[config.mk]
export PLATFORM = sky130hd
export DESIGN_NAME = math_coprocessor_mul_div
export DESIGN_NICKNAME = d
export VERILOG_FILES = /design/src/rtl/core/mcmd_pkg.sv /design/src/rtl/core/math_coprocessor_mul_div.sv /design/src/rtl/core/mcmd_datapath.sv /design/src/rtl/core/mcmd_ctrl.sv
export SDC_FILE = /design/constraint.sdc
export NUM_CORES = 1
export LEC_CHECK = 0
export BUFFER_PORTS_ARGS = -buffer_cell sky130_fd_sc_hd__buf_2
export CAP_MARGIN = 5
export CORE_MARGIN = 3
export CORE_UTILIZATION = 35
export CTS_CLUSTER_DIAMETER = 60
export DETAILED_ROUTE_END_ITERATION = 7
export GPL_ROUTABILITY_DRIVEN = 0
export HOLD_SLACK_MARGIN = 0.1
export PLACE_DENSITY_LB_ADDON = 0.12
export RECOVER_POWER = 25
export SLEW_MARGIN = 20
export SYNTH_ARGS = -nofsm -noshare
export SYNTH_HDL_FRONTEND = slang
export SYNTH_SLANG_ARGS = --single-unit
[constraint.sdc]
create_clock -name clk -period 8.9 [get_ports clk]
set_input_delay 1.78 -clock clk [delete_from_list [all_inputs] [get_ports clk]]
set_output_delay 1.78 -clock clk [all_outputs]
set_load 0.1 [all_outputs]
[src/rtl/core/mcmd_pkg.sv]
// Package for the math coprocessor: register offsets and the command and
// status structs between controller and datapath. No dependencies.
package mcmd_pkg;

  localparam logic [7:0] OFF_D   = 8'h52;
  localparam logic [7:0] OFF_C   = 8'h53;
  localparam logic [7:0] OFF_A   = 8'h55;
  localparam logic [7:0] OFF_H   = 8'h60;
  localparam logic [7:0] OFF_E   = 8'h63;
  localparam logic [7:0] OFF_M   = 8'h6c;
  localparam logic [7:0] OFF_SYS = 8'h92;

  typedef struct packed {
    logic       load;
    logic       wr;
    logic [7:0] offset;
    logic [7:0] data;
    logic       mul_go;
    logic       div_go;
    logic       div_step;
    logic       div_done;
  } cmd_t;

  typedef struct packed {
    logic       start_div;
  } status_t;

endpackage

[src/rtl/core/math_coprocessor_mul_div.sv]
// Math coprocessor with 16x16 multiply/accumulate and 32/16 divide.
// Byte register accesses arrive on the s_axis channel; each transaction
// returns exactly one byte on the m_axis channel (zero for writes).
// s_axis_tdata: mode, offset, write_byte from bit 0 up, padded to 24 bits.
// m_axis_tdata: read_byte.
// The result is registered on acceptance.
// Throughput: one access per cycle while the receiver keeps up, except that no
// access is accepted while a multiply or divide that an access started runs;
// the bit-serial divider produces one quotient bit per cycle.
// Reset (rst, synchronous) clears all register bytes, flags and modes to zero.
// While the receiver stalls, the pending result holds and no new transaction
// is accepted. Depends on mcmd_pkg, mcmd_ctrl and mcmd_datapath.
module math_coprocessor_mul_div (
  input  logic        clk,
  input  logic        rst,
  input  logic        s_axis_tvalid,
  output logic        s_axis_tready,
  input  logic [23:0] s_axis_tdata,  // mode, offset, write_byte
  output logic        m_axis_tvalid,
  input  logic        m_axis_tready,
  output logic [7:0]  m_axis_tdata   // read_byte
);

  mcmd_pkg::cmd_t    cmd;
  mcmd_pkg::status_t status;

  mcmd_ctrl u_ctrl (
    .clk(clk), .rst(rst), .in_valid(s_axis_tvalid), .in_ready(s_axis_tready),
    .in_data(s_axis_tdata[16:0]), .out_valid(m_axis_tvalid),
    .out_ready(m_axis_tready), .status(status), .cmd(cmd)
  );

  mcmd_datapath u_dp (
    .clk(clk), .rst(rst), .cmd(cmd), .status(status), .rdata(m_axis_tdata)
  );

endmodule

[src/rtl/core/mcmd_datapath.sv]
// Datapath of the math coprocessor: register bytes, multiply/accumulate and a
// restoring bit-serial divider. Depends on mcmd_pkg.
module mcmd_datapath (
  input  logic             clk,
  input  logic             rst,
  input  mcmd_pkg::cmd_t   cmd,
  output mcmd_pkg::status_t status,
  output logic [7:0]       rdata
);

  logic [7:0] mb [14];
  logic sign_first, sign_second, signed_mode, accumulate_mode, overflow_flag;
  logic vstretch, lefthand;
  logic [3:0] slot;
  logic       hit;
  logic [15:0] left, right, fac, fdec, fneg;
  logic [31:0] prod, prodn, acc, num_r;
  logic [32:0] sum;
  logic [15:0] rem, den;
  logic [16:0] trial;
  logic [31:0] quo;

  always_comb begin
    hit = 1'b1;
    slot = 4'd0;
    if (cmd.offset >= 8'h52 && cmd.offset <= 8'h57) slot = 4'(cmd.offset - 8'h52);
    else if (cmd.offset >= 8'h60 && cmd.offset <= 8'h63) slot = 4'(cmd.offset - 8'h5a);
    else if (cmd.offset >= 8'h6c && cmd.offset <= 8'h6f) slot = 4'(cmd.offset - 8'h62);
    else hit = 1'b0;
  end

  assign status.start_div = cmd.load && cmd.wr && cmd.offset == mcmd_pkg::OFF_E;
  assign left  = {mb[3], mb[2]};
  assign right = {mb[1], mb[0]};
  assign prod  = left * right;
  assign prodn = (signed_mode && (sign_first != sign_second)) ? -prod : prod;
  assign acc   = {mb[13], mb[12], mb[11], mb[10]};
  assign sum   = {1'b0, acc} + {1'b0, prodn};
  assign den   = {mb[5], mb[4]};
  assign trial = {rem, num_r[31]} - {1'b0, den};
  assign fac   = {cmd.data, (cmd.offset == mcmd_pkg::OFF_C) ? mb[0] : mb[2]};
  assign fdec  = fac - 16'd1;
  assign fneg  = -fac;

  always_ff @(posedge clk) begin
    if (rst) begin
      for (int i = 0; i < 14; i++) mb[i] <= 8'd0;
      sign_first <= 1'b0;
      sign_second <= 1'b0;
      signed_mode <= 1'b0;
      accumulate_mode <= 1'b0;
      overflow_flag <= 1'b0;
      vstretch <= 1'b0;
      lefthand <= 1'b0;
      rdata <= 8'd0;
    end else begin
      if (cmd.load) begin
        rdata <= 8'd0;
        if (!cmd.wr) begin
          if (hit) rdata <= mb[slot];
          else if (cmd.offset == mcmd_pkg::OFF_SYS)
            rdata <= {1'b0, overflow_flag, 1'b0, vstretch, lefthand, 3'b000};
        end else if (hit) begin
          mb[slot] <= cmd.data;
          if (!cmd.offset[0]) mb[slot + 4'd1] <= 8'd0;
          if (cmd.offset == mcmd_pkg::OFF_M) overflow_flag <= 1'b0;
          if (cmd.offset == mcmd_pkg::OFF_D && cmd.data != 8'd0) sign_second <= 1'b0;
          if (cmd.offset == mcmd_pkg::OFF_C && signed_mode) begin
            sign_second <= fdec[15];
            if (fdec[15]) {mb[1], mb[0]} <= fneg;
          end
          if (cmd.offset == mcmd_pkg::OFF_A && signed_mode) begin
            sign_first <= fdec[15];
            if (fdec[15]) {mb[3], mb[2]} <= fneg;
          end
        end else if (cmd.offset == mcmd_pkg::OFF_SYS) begin
          signed_mode <= cmd.data[7];
          accumulate_mode <= cmd.data[6];
          vstretch <= cmd.data[4];
          lefthand <= cmd.data[3];
        end
      end
      if (cmd.mul_go) begin
        overflow_flag <= accumulate_mode & sum[32];
        {mb[9], mb[8], mb[7], mb[6]} <= prodn;
        if (accumulate_mode) {mb[13], mb[12], mb[11], mb[10]} <= sum[31:0];
      end
      if (cmd.div_go) begin
        num_r <= {mb[9], mb[8], mb[7], mb[6]};
        rem <= 16'd0;
      end
      if (cmd.div_step) begin
        num_r <= {num_r[30:0], 1'b0};
        quo <= {quo[30:0], !trial[16]};
        rem <= trial[16] ? {rem[14:0], num_r[31]} : trial[15:0];
      end
      if (cmd.div_done) begin
        overflow_flag <= den == 16'd0;
        {mb[3], mb[2], mb[1], mb[0]} <= (den == 16'd0) ? 32'hffffffff : quo;
        {mb[13], mb[12], mb[11], mb[10]} <= (den == 16'd0) ? 32'd0 : {16'd0, rem};
      end
    end
  end

endmodule

[src/rtl/core/mcmd_ctrl.sv]
// Controller of the math coprocessor: handshake and multiply and divide sequencing.
// Depends on mcmd_pkg; drives mcmd_datapath.
module mcmd_ctrl (
  input  logic              clk,
  input  logic              rst,
  input  logic              in_valid,
  output logic              in_ready,
  input  logic [16:0]       in_data,
  output logic              out_valid,
  input  logic              out_ready,
  input  mcmd_pkg::status_t status,
  output mcmd_pkg::cmd_t    cmd
);

  localparam logic [1:0] S_IDLE = 2'd0;
  localparam logic [1:0] S_DIV  = 2'd1;
  localparam logic [1:0] S_FIN  = 2'd2;
  localparam logic [1:0] S_MUL  = 2'd3;

  logic [1:0] state, state_next;
  logic [5:0] count;
  logic       acc;

  assign in_ready = state == S_IDLE && (!out_valid || out_ready);
  assign acc = in_valid && in_ready;

  always_comb begin
    cmd = '0;
    cmd.load = acc;
    cmd.wr = in_data[0];
    cmd.offset = in_data[8:1];
    cmd.data = in_data[16:9];
    cmd.mul_go = state == S_MUL;
    cmd.div_step = state == S_DIV && count != 6'd0;
    cmd.div_go = state == S_DIV && count == 6'd0;
    cmd.div_done = state == S_FIN;
    state_next = state;
    unique case (state)
      S_IDLE: begin
        if (acc && in_data[0] && in_data[8:1] == mcmd_pkg::OFF_A) state_next = S_MUL;
        else if (status.start_div) state_next = S_DIV;
      end
      S_DIV:  if (count == 6'd32) state_next = S_FIN;
      S_FIN:  state_next = S_IDLE;
      S_MUL:  state_next = S_IDLE;
      default: state_next = S_IDLE;
    endcase
  end

  always_ff @(posedge clk) begin
    if (rst) begin
      state <= S_IDLE;
      count <= 6'd0;
      out_valid <= 1'b0;
    end else begin
      state <= state_next;
      count <= (state == S_DIV) ? count + 6'd1 : 6'd0;
      if (acc) out_valid <= 1'b1;
      else if (out_ready) out_valid <= 1'b0;
    end
  end

`ifndef ASSERT_OFF
  a_cnt: assert property (@(posedge clk) disable iff (rst) state != S_DIV |-> count == 6'd0 ||
    $past(state) == S_DIV) else $error("count not cleared");
  a_nordy: assert property (@(posedge clk) disable iff (rst) state != S_IDLE |-> !in_ready)
    else $error("ready while busy");
  a_fin: assert property (@(posedge clk) disable iff (rst) state == S_FIN |=> state == S_IDLE)
    else $error("finish not single cycle");
`endif

endmodule
* Yosys cells after proc, flatten, opt, wreduce, memory -nomap -nowiden *
Cells that the tools add are included.

storage, ports and cells
  input bits = 28
  register bits = 216
  output and inout port bits = 10
  logic and storage cells = 172

cells by class
  mux-type cells = 52
  reduce and logical (&&, ||, !) cells = 49
  multipliers = 1
  add/sub/neg operators = 10
  order comparisons = 10
  bitwise gates (word level) = 8
  equality and inequality tests = 13

operators by type and width
  operator                                                                           number
  112-bit two-way mux                                                                4
  32-bit two-way mux                                                                 7
  16-bit two-way mux                                                                 8
  112-bit AND                                                                        1
  112-bit bitwise mux                                                                1
  112-bit inverter                                                                   1
  8-bit demux with 4-bit select                                                      2
  64-bit two-way mux                                                                 1
  8-bit two-way mux                                                                  7
  8-bit by 7-bit == test with 1-bit output (second input constant)                   5
  32-bit by 32-bit adder with 33-bit output                                          1
  8-bit binary-select mux with 4-bit select                                          1
  16-bit by 16-bit multiplier with 32-bit output                                     1
  32-bit negation                                                                    1
  8-bit by 7-bit >= comparator with 1-bit output (second input constant)             3
  8-bit by 7-bit less-or-equal comparator with 1-bit output (second input constant)  3
  2-bit nonzero test                                                                 9
  17-bit by 16-bit subtractor with 17-bit output                                     1
  1-bit logical AND                                                                  16
  16-bit zero test                                                                   1
  16-bit negation                                                                    1
  4-bit AND reduction                                                                4
  16-bit by 1-bit subtractor with 16-bit output (second input constant)              1
  1-bit two-way mux                                                                  13
  other kinds (30)                                                                   50

* Depth between registers and ports, before layout *
Gate-level depths: netlist of run 1.

  depth after elaboration = 22
  gate-level depth with buffers = 36
  depth with buffers taken out = 34

* By module *
From an unflattened synthesis of run 1, not the netlist that was laid out.

second synthesis, totals
  cells, all modules = 2,725
  area, all modules = 23,468.8 um^2

by module, submodules not included
  module         area each (um^2)  instances  cells an instance  seq. area each (um^2)
  mcmd_datapath  22,890.7          1          2,654              4,944.7
  mcmd_ctrl      578.1             1          71                 180.2

* Worst setup path before layout of run 1 *
No wires, ideal clock.

  path type = reg-to-reg
  from = reg u_dp.mb[105] (netlist name)
  to = reg u_dp.mb, in the netlist u_dp.acc[29]
  period minus slack after synthesis = 8.367 ns
  data required time = 8.784 ns
  path slack = 0.533 ns
  cell stages (with the launch flop) = 30
  data arrival time = 8.251 ns
  path through = dfxtp_1 -> clkbuf_1 -> clkbuf_1 -> nand2_1 -> fa_1 -> fa_1 -> fa_1 -> fa_1 -> inv_1 -> fa_1 -> fa_1 -> ha_1 -> clkbuf_1 -> and3_1 -> a31oi_1 -> o21ai_1 -> or3_4 -> a22oi_4 -> nand4_4 -> or2_2 -> o31ai_1 -> xnor2_1 -> ha_1 -> and4_1 -> a221oi_1 -> nor2_1 -> nor4b_1 -> nor3_1 -> xor2_1 -> a31o_2

on the way
  word-level cells in the longest chain between the ends = 7

RTL lines
  element                                             line                 text
  from (decl)                                         mcmd_datapath.sv:11  logic [7:0] mb [14];
  from (signal, indexed assignment)                   mcmd_datapath.sv:64  mb[slot] <= cmd.data;
  16-bit by 16-bit multiplier with 32-bit output (*)  mcmd_datapath.sv:35  assign prod = left * right;
  32-bit negation                                     mcmd_datapath.sv:36  assign prodn = (signed_mode && (sign_first != sign_second)) ? -prod : prod;
  32-bit two-way mux (*)                              mcmd_datapath.sv:36
  32-bit by 32-bit adder with 33-bit output (*)       mcmd_datapath.sv:38  assign sum = {1'b0, acc} + {1'b0, prodn};
  32-bit two-way mux (*)                              mcmd_datapath.sv:86  if (accumulate_mode) {mb[13], mb[12], mb[11], mb[10]} <= sum[31:0];
  64-bit two-way mux (*)                              mcmd_datapath.sv:83  if (cmd.mul_go) begin
  32-bit two-way mux (*)                              mcmd_datapath.sv:97  if (cmd.div_done) begin

Every way passes the cells marked *; elsewhere a longest branch is shown, timed or not.
A chain may end at the register's enable or synchronous reset.

* Worst setup path in the final report of run 1 *
  from = reg u_dp.mb, in the netlist u_dp.left[3]
  to = reg u_dp.mb, in the netlist u_dp.acc[25]

Same word-level chain as after synthesis.

==> results.yml, run 1 <==
route:
  vias: 19673
  wl_per_cell_um: 21.5
  detail-route-antenna-nets: 0
  finalWirelength_um: 76600
  drcViolationCount: 0
  routed_via_density: 5.52
  drtIter0Drc: 1577
  first_pass_iters: 6
worst_hold_path:
  hold_path_depth: 0
  hold_path.class: "flip-flop to flip-flop"
clock_network:
  clk_latency_ns: 0.59
  path_clk_slew_ns: 0.07
  cts_tree: "done"
  cts_buffer_depth: 3
  cts.sinks: 216
  cts_max_level: 1
  ctsHoldBuffers: 0
  numCtsBuffers: 29
  cts-root-buf: "clkbuf_16"
global_routing:
  antenna_found_initial: 0
  grt_pass1_vias: 19661
  overflow: 0
  grt_max_degree: 56
  track_usage_pct: 22.4
  grt_pass1_wl_um: 119000
floorplanning:
  die_h_um: 261
  dieWidth_um: 261
  rows: 92
  io_pins: 38
  fp.coreArea_mm2: 0.0637
  initial_core_util_pct: 35.7
  dieArea_mm2: 0.0681
setup_path:
  path_max_fanout: 11
  reg2reg_depth: 37
  crit_arrival_ns: 8.99
  crit_path_frequent_cell: "buf_4"
  r2r-start: "u_dp.left[3]$_SDFFE_PP0P_"
  startpoint_type: "flip-flop"
  crit_end: "u_dp.acc[25]$_SDFF_PP0_"
  reg2reg_slack_ns: 0.38
  worst-setup-path-type: "flip-flop to flip-flop"
  r2r-end: "u_dp.acc[25]$_SDFF_PP0_"
  crit_start: "u_dp.left[3]$_SDFFE_PP0P_"
  worstPathRequired_ns: 9.37
  end_kind: "flip-flop"
  slowest_stage: "fa_1"
  slowest_delay_ns: 0.55
sta:
  finalCritPeriodShare_pct: 95.7
  worst_pin_slew_ns: 2.78
  slew_viol_final: 134
  fin_skew_ns: 0.0233
  finalSetupViolations: 0
  final-hold-violation-count: 0
  fmax_ghz: 0.117
  period_minus_slack_ns: 8.52
  relSlewSlack_pct: -85.4
placed_design:
  dpl.cell_count: 3508
  dpl.hpwl_um: 58800
  io_buffers: 30
pwr:
  power_switching_uw: 612
  pwr-share-comb_pct: 4.6
  swShare_pct: 25.6
  power_uw: 2390
  power_density_mw_per_mm2: 93.8
  internal-power_uw: 1780
  leakage_uw: 0.0114
  power_frac_seq_pct: 42.6
  power_frac_clock_pct: 52.8
  ir_worst_vdd_mv: 0.148
flow_run:
  maxCapViolations: 3
final_layout:
  fin_nets: 3079
  final_common_cell: "nand2_1"
  stdcell_count: 3564
  final_util_pct: 40.0
  area_growth_pct: 12.0
  drive_gt1_share_pct: 11.5
  num_antenna_cells: 0
  most-common-layout-cells: "356 x nand2_1, 249 x inv_1, 196 x fa_1, 165 x nor2_1, 160 x ha_1"
yosys:
  postSynthAreaPerCell_um2: 8.53
  yosys_warnings: 0
  synthArstFlopShare_pct: 0
  ys_types: 85
  synth_cells: 2668
  ys_seq_area_share_pct: 22.5
  synth_seq_cells: 216
  yosys_most_used_dff: "dfxtp_1"
  synth-edff-count: 80
  synth_area_mm2: 0.0228
  synth_nets: 3052
run_status:
  status: "finished, violations left"
  violations: "capacitance limit, slew limit"
[cell usage after synthesis (7+ instances only)]
cell | instances | area (um2)
nand2_1 | 356 | 1340
inv_1 | 250 | 938
fa_1 | 196 | 3920
nor2_1 | 167 | 627
clkbuf_1 | 160 | 601
ha_1 | 160 | 2000
a21oi_1 | 150 | 751
dfxtp_1 | 136 | 2720
and2_1 | 125 | 782
mux2i_1 | 87 | 871
o21ai_0 | 84 | 420
edfxtp_1 | 80 | 2400
xnor2_1 | 67 | 587
nand3_1 | 62 | 310
a31oi_1 | 47 | 294
mux2_2 | 45 | 507
nor3_1 | 45 | 225
xor2_1 | 39 | 342
a22oi_1 | 37 | 278
a21o_1 | 33 | 248
o22ai_1 | 27 | 169
and3_1 | 25 | 156
a211oi_1 | 21 | 158
nand2b_1 | 18 | 113
nor2b_1 | 17 | 106
o211ai_1 | 17 | 128
nand4_1 | 15 | 93.8
o31ai_1 | 14 | 105
or3_1 | 14 | 87.6
nor4_1 | 13 | 81.3
o21a_1 | 13 | 97.6
o221ai_1 | 9 | 78.8
o21bai_1 | 8 | 60.1
buf_1 | 7 | 26.3
[worst min path at each step]
stage,from,end,slack [ns]
6_report,u_dp.quo[4]$_DFFE_PP_,u_dp.quo[5]$_DFFE_PP_,0.45
5_1_grt,u_dp.quo[1]$_DFFE_PP_,u_dp.quo[2]$_DFFE_PP_,0.46
3_3_place_gp,u_dp.quo[1]$_DFFE_PP_,u_dp.quo[2]$_DFFE_PP_,0.43
4_1_cts,u_dp.quo[11]$_DFFE_PP_,u_dp.quo[12]$_DFFE_PP_,0.44
3_5_place_dp,u_dp.quo[2]$_DFFE_PP_,u_dp.quo[3]$_DFFE_PP_,0.43
2_1_floorplan,u_dp.quo[9]$_DFFE_PP_,u_dp.quo[10]$_DFFE_PP_,0.42
[stage by stage]
stage                     setup slack [ns]  hold slack, ns  instance area, um2  setup TNS [ns]
after floorplan                      0.533           0.421               22800               0
after global placement               0.216           0.428               24300               0
after detailed placement             0.182           0.428               24400               0
after CTS                            0.157           0.445               25400               0
after global routing               -0.0305           0.457               25500         -0.0305
final                                0.380           0.445               25500               0
[sequential cells by signal, summed over array words and instances (netlist names), 2 cells and up]
signal	cells
u_dp.quo	32
u_dp.rem	16
u_ctrl.count	6
u_dp.acc	32
u_dp.left	16
u_ctrl.state	2
u_dp.den	16
u_dp.rdata	8
u_dp.num_r	32
u_dp.mb	48
[cell type report]
cell class                      instances  area [um2]
Clock inverter                         22         265
Multi-Input combinational cell       2031       16100
Fill cell                            6467       38200
Timing Repair Buffer                  167        1180
Tap cell                              846        1060
Sequential cell                       216        5150
Inverter                              250         938
Clock buffer                           32         747
[worst max-delay path: cells and delay by family (launching register included)]
family | cells | cell delay, ns
fa+ha+maj | 8 | 3.33
compound gates | 12 | 2.56
buf+inv | 9 | 0.99
simple gates | 6 | 0.86
flops | 1 | 0.36
xor+xnor | 2 | 0.29
[power by group through the flow]
stage	Clock, uW	Sequential (uW)	Combinational [uW]
3_5_place_dp	0	1040	108
4_1_cts	1280	1020	108
2_1_floorplan	0	1040	61.7
5_1_grt	1320	1020	114
3_3_place_gp	0	1040	106
6_report	1260	1020	110
[layer usage]
metal  track usage (%)  vias up  part of all wire, %
met1              30.8     9701                   45
met4              5.99        0                  3.0
met3              3.52      138                  6.3
met5                 0        -                    0
met2              36.6      614                   46
li1                  -     9220                    -
[cell families (layout without fill, tap and decap cells)]
kind of cell | after synthesis | count (layout) | share of synthesized area (%)
AND/OR/NAND/NOR | 889 | 889 | 18.5
AO/OA/AOI/OAI | 548 | 548 | 15.8
buffers and inverters | 421 | 471 | 6.97
adder cells (fa/ha/maj) | 356 | 356 | 26.0
flip-flops | 216 | 216 | 22.5
multiplexers | 132 | 132 | 6.06
XOR/XNOR | 106 | 106 | 4.08
[repair_timing]
| action | in CTS | in global routing |
|---|---|---|
| setup endpoints to repair | 0 | 9 |
| setup buffers | 0 | 2 |
| gates resized for setup | 0 | 31 |
(Power assumes the default switching activity.)
==> run 2: changes to the inputs <==
--- a/config.mk
+++ b/config.mk
@@ -5,6 +5,7 @@
 export SDC_FILE = /design/constraint.sdc
 export NUM_CORES = 1
 export LEC_CHECK = 0
+export ABC_AREA = 1
 export BUFFER_PORTS_ARGS = -buffer_cell sky130_fd_sc_hd__buf_2
 export CAP_MARGIN = 5
 export CORE_MARGIN = 3
==> results.yml, run 2 <==
run_status:
  status: "finished, violations left"
  violations: "capacitance limit, slew limit"
clock_network:
  cts_max_level: 1
  cts_tree: "done"
  cts.sinks: 216
  numCtsBuffers: 28
  path_clk_slew_ns: 0.06
  cts-root-buf: "clkbuf_16"
  clk_latency_ns: 0.61
  cts_buffer_depth: 3
flow_run:
  maxCapViolations: 3
yosys:
  ys_seq_area_share_pct: 21.1
  yosys_most_used_dff: "dfxtp_1"
  yosysMostFrequentCell: "nand2_1"
  synth-edff-count: 80
  postSynthAreaPerCell_um2: 6.94
  synth_compound_area_share_pct: 15.0
  synthSimpleGateAreaFrac_pct: 24.0
  synth_top_area_share_pct: 16.2
  synth_cells: 3502
  synth_area_mm2: 0.0243
  synth.area.mux_share_pct: 0
  synth_top_family_by_area: "adder cells"
  ys_types: 62
  synthArstFlopShare_pct: 0
  synth_nets: 3886
  synth_seq_cells: 216
  synthTopCellsByArea: "fa_1 16%, nand2_1 14%, dfxtp_1 11%, inv_1 10%, edfxtp_1 9.9%"
  synthAdderAreaFrac_pct: 24.4
  ys_top_cells_by_count: "931 x nand2_1, 657 x inv_1, 229 x o21ai_0"
  synth_top_cell_by_area: "fa_1"
  yosys_warnings: 0
  synth_xor_area_share_pct: 2.41
worst_hold_path:
  hold_path.class: "flip-flop to flip-flop"
setup_path:
  end_kind: "flip-flop"
  worst-setup-path-type: "flip-flop to flip-flop"
  startpoint_type: "flip-flop"
  path_buf_inv: 9
  critPathTopFamily: "adder cells"
  path_max_fanout: 13
  worstPathRequired_ns: 9.43
  crit_arrival_ns: 8.93
  slowest_delay_ns: 0.62
  slowest_stage: "fa_1"
sta:
  rsz0062_at_grt: "no"
  final-hold-violation-count: 0
  worst_pin_slew_ns: 2.22
  slew_viol_final: 127
  relSlewSlack_pct: -48.0
  fin_skew_ns: 0.0396
  fmax_ghz: 0.119
  finalCritPeriodShare_pct: 94.4
  tns_ns: 0
  setup_ws_ns: 0.498
  finalSetupViolations: 0
  period_minus_slack_ns: 8.40
route:
  vias: 22807
  dr_wl_met3_um: 5350
  detail-route-antenna-nets: 0
  wl_met2_um: 37200
  drcViolationCount: 0
  wl_met1_um: 42600
  routed_via_density: 5.14
  finalWirelength_um: 87700
  drtIter0Drc: 1982
  wl_per_cell_um: 19.8
  first_pass_iters: 6
  dr.max_layer_used: "met4"
final_layout:
  area_growth_pct: 9.42
  final_common_cell: "nand2_1"
  drive_gt1_share_pct: 6.44
  num_antenna_cells: 0
  fin_nets: 3874
  most-common-layout-cells: "931 x nand2_1, 656 x inv_1, 229 x o21ai_0, 202 x a21oi_1, 198 x nor2_1"
  largest_register_ffs: 48
  regMostFlops: "u_dp.mb"
global_routing:
  track_usage_pct: 23.9
  grt_pass1_wl_um: 135000
  grt_max_degree: 70
  antenna_found_initial: 0
  overflow: 0
  grt_pass1_vias: 21507
floorplanning:
  die_h_um: 269
  dieWidth_um: 269
  initial_core_util_pct: 35.7
  rows: 95
  io_pins: 38
  dieArea_mm2: 0.0726
  fp.coreArea_mm2: 0.0680
placed_design:
  io_buffers: 30
  place_ws_ns: 0.505
  dpl.hpwl_um: 69100
pwr:
  ir_worst_vdd_mv: 0.118
  leakage_uw: 0.0134
  power_density_mw_per_mm2: 98.5
==> run 2: cells by family (layout without fill, tap and decap cells) <==
family,after synthesis,after routing
AND/OR/NAND/NOR,1398,1398
buffers and inverters,827,837
AO/OA/AOI/OAI,642,642
adder cells (fa/ha/maj),356,356
flip-flops,216,216
XOR/XNOR,63,63
==> run 2: area by class of cell <==
type                    instances  area (um2)
repair buffers                110         734
inverters                     675        2540
well taps                     921        1150
fillers                      7383       41400
flip-flops and latches        216        5130
multi-input cells            2459       16000
clock inverters                15         223
clock buffers                  37         774
==> run 2: worst paths after layout <==
check,slack [ns],depth (start not counted),end,from
setup / recovery,0.50,38,u_dp.overflow_flag$_SDFFE_PP0P_,u_dp.left[10]$_SDFFE_PP0P_
hold / removal,0.44,0,u_dp.quo[6]$_DFFE_PP_,u_dp.quo[5]$_DFFE_PP_
setup reg to reg,0.50,38,u_dp.overflow_flag$_SDFFE_PP0P_,u_dp.left[10]$_SDFFE_PP0P_
hold reg to reg,0.44,0,u_dp.quo[6]$_DFFE_PP_,u_dp.quo[5]$_DFFE_PP_
==> run 2: stage by stage <==
stage / area, um2 / power (uW) / std cells / utilization, % / hold WS (ns)
final: 26600 / 2620 / 4433 / 39.1 / 0.440
after detailed placement: 25600 / 1400 / 4381 / 37.6 / 0.428
after floorplan: 24300 / 1280 / 3502 / - / 0.417
after global placement: 25600 / 1400 / 4381 / 37.6 / 0.423
after CTS: 26600 / 2630 / 4433 / 39.1 / 0.442
after global routing: 26600 / 2710 / 4433 / 39.1 / 0.445
==> run 2: layer usage <==
metal / vias up / GRT usage (%)
li1: 11100 / -
met5: - / 0
met3: 120 / 2.60
met4: 0 / 6.28
met1: 10911 / 36.2
met2: 676 / 36.2
==> run 2: report_power, final <==
part / internal (uW) / total [uW] / switching (uW) / leakage, uW
Combinational: 77.3 / 325 / 248 / 0.0111
Sequential: 1040 / 1060 / 21.8 / 0.00183
Clock: 737 / 1230 / 494 / 0.000485
==> run 2: repair_timing <==
item | CTS | global route
setup endpoints to repair | 0 | 6
buffers inserted | 0 | 0
hold buffers | 0 | 0
resized for setup | 0 | 10
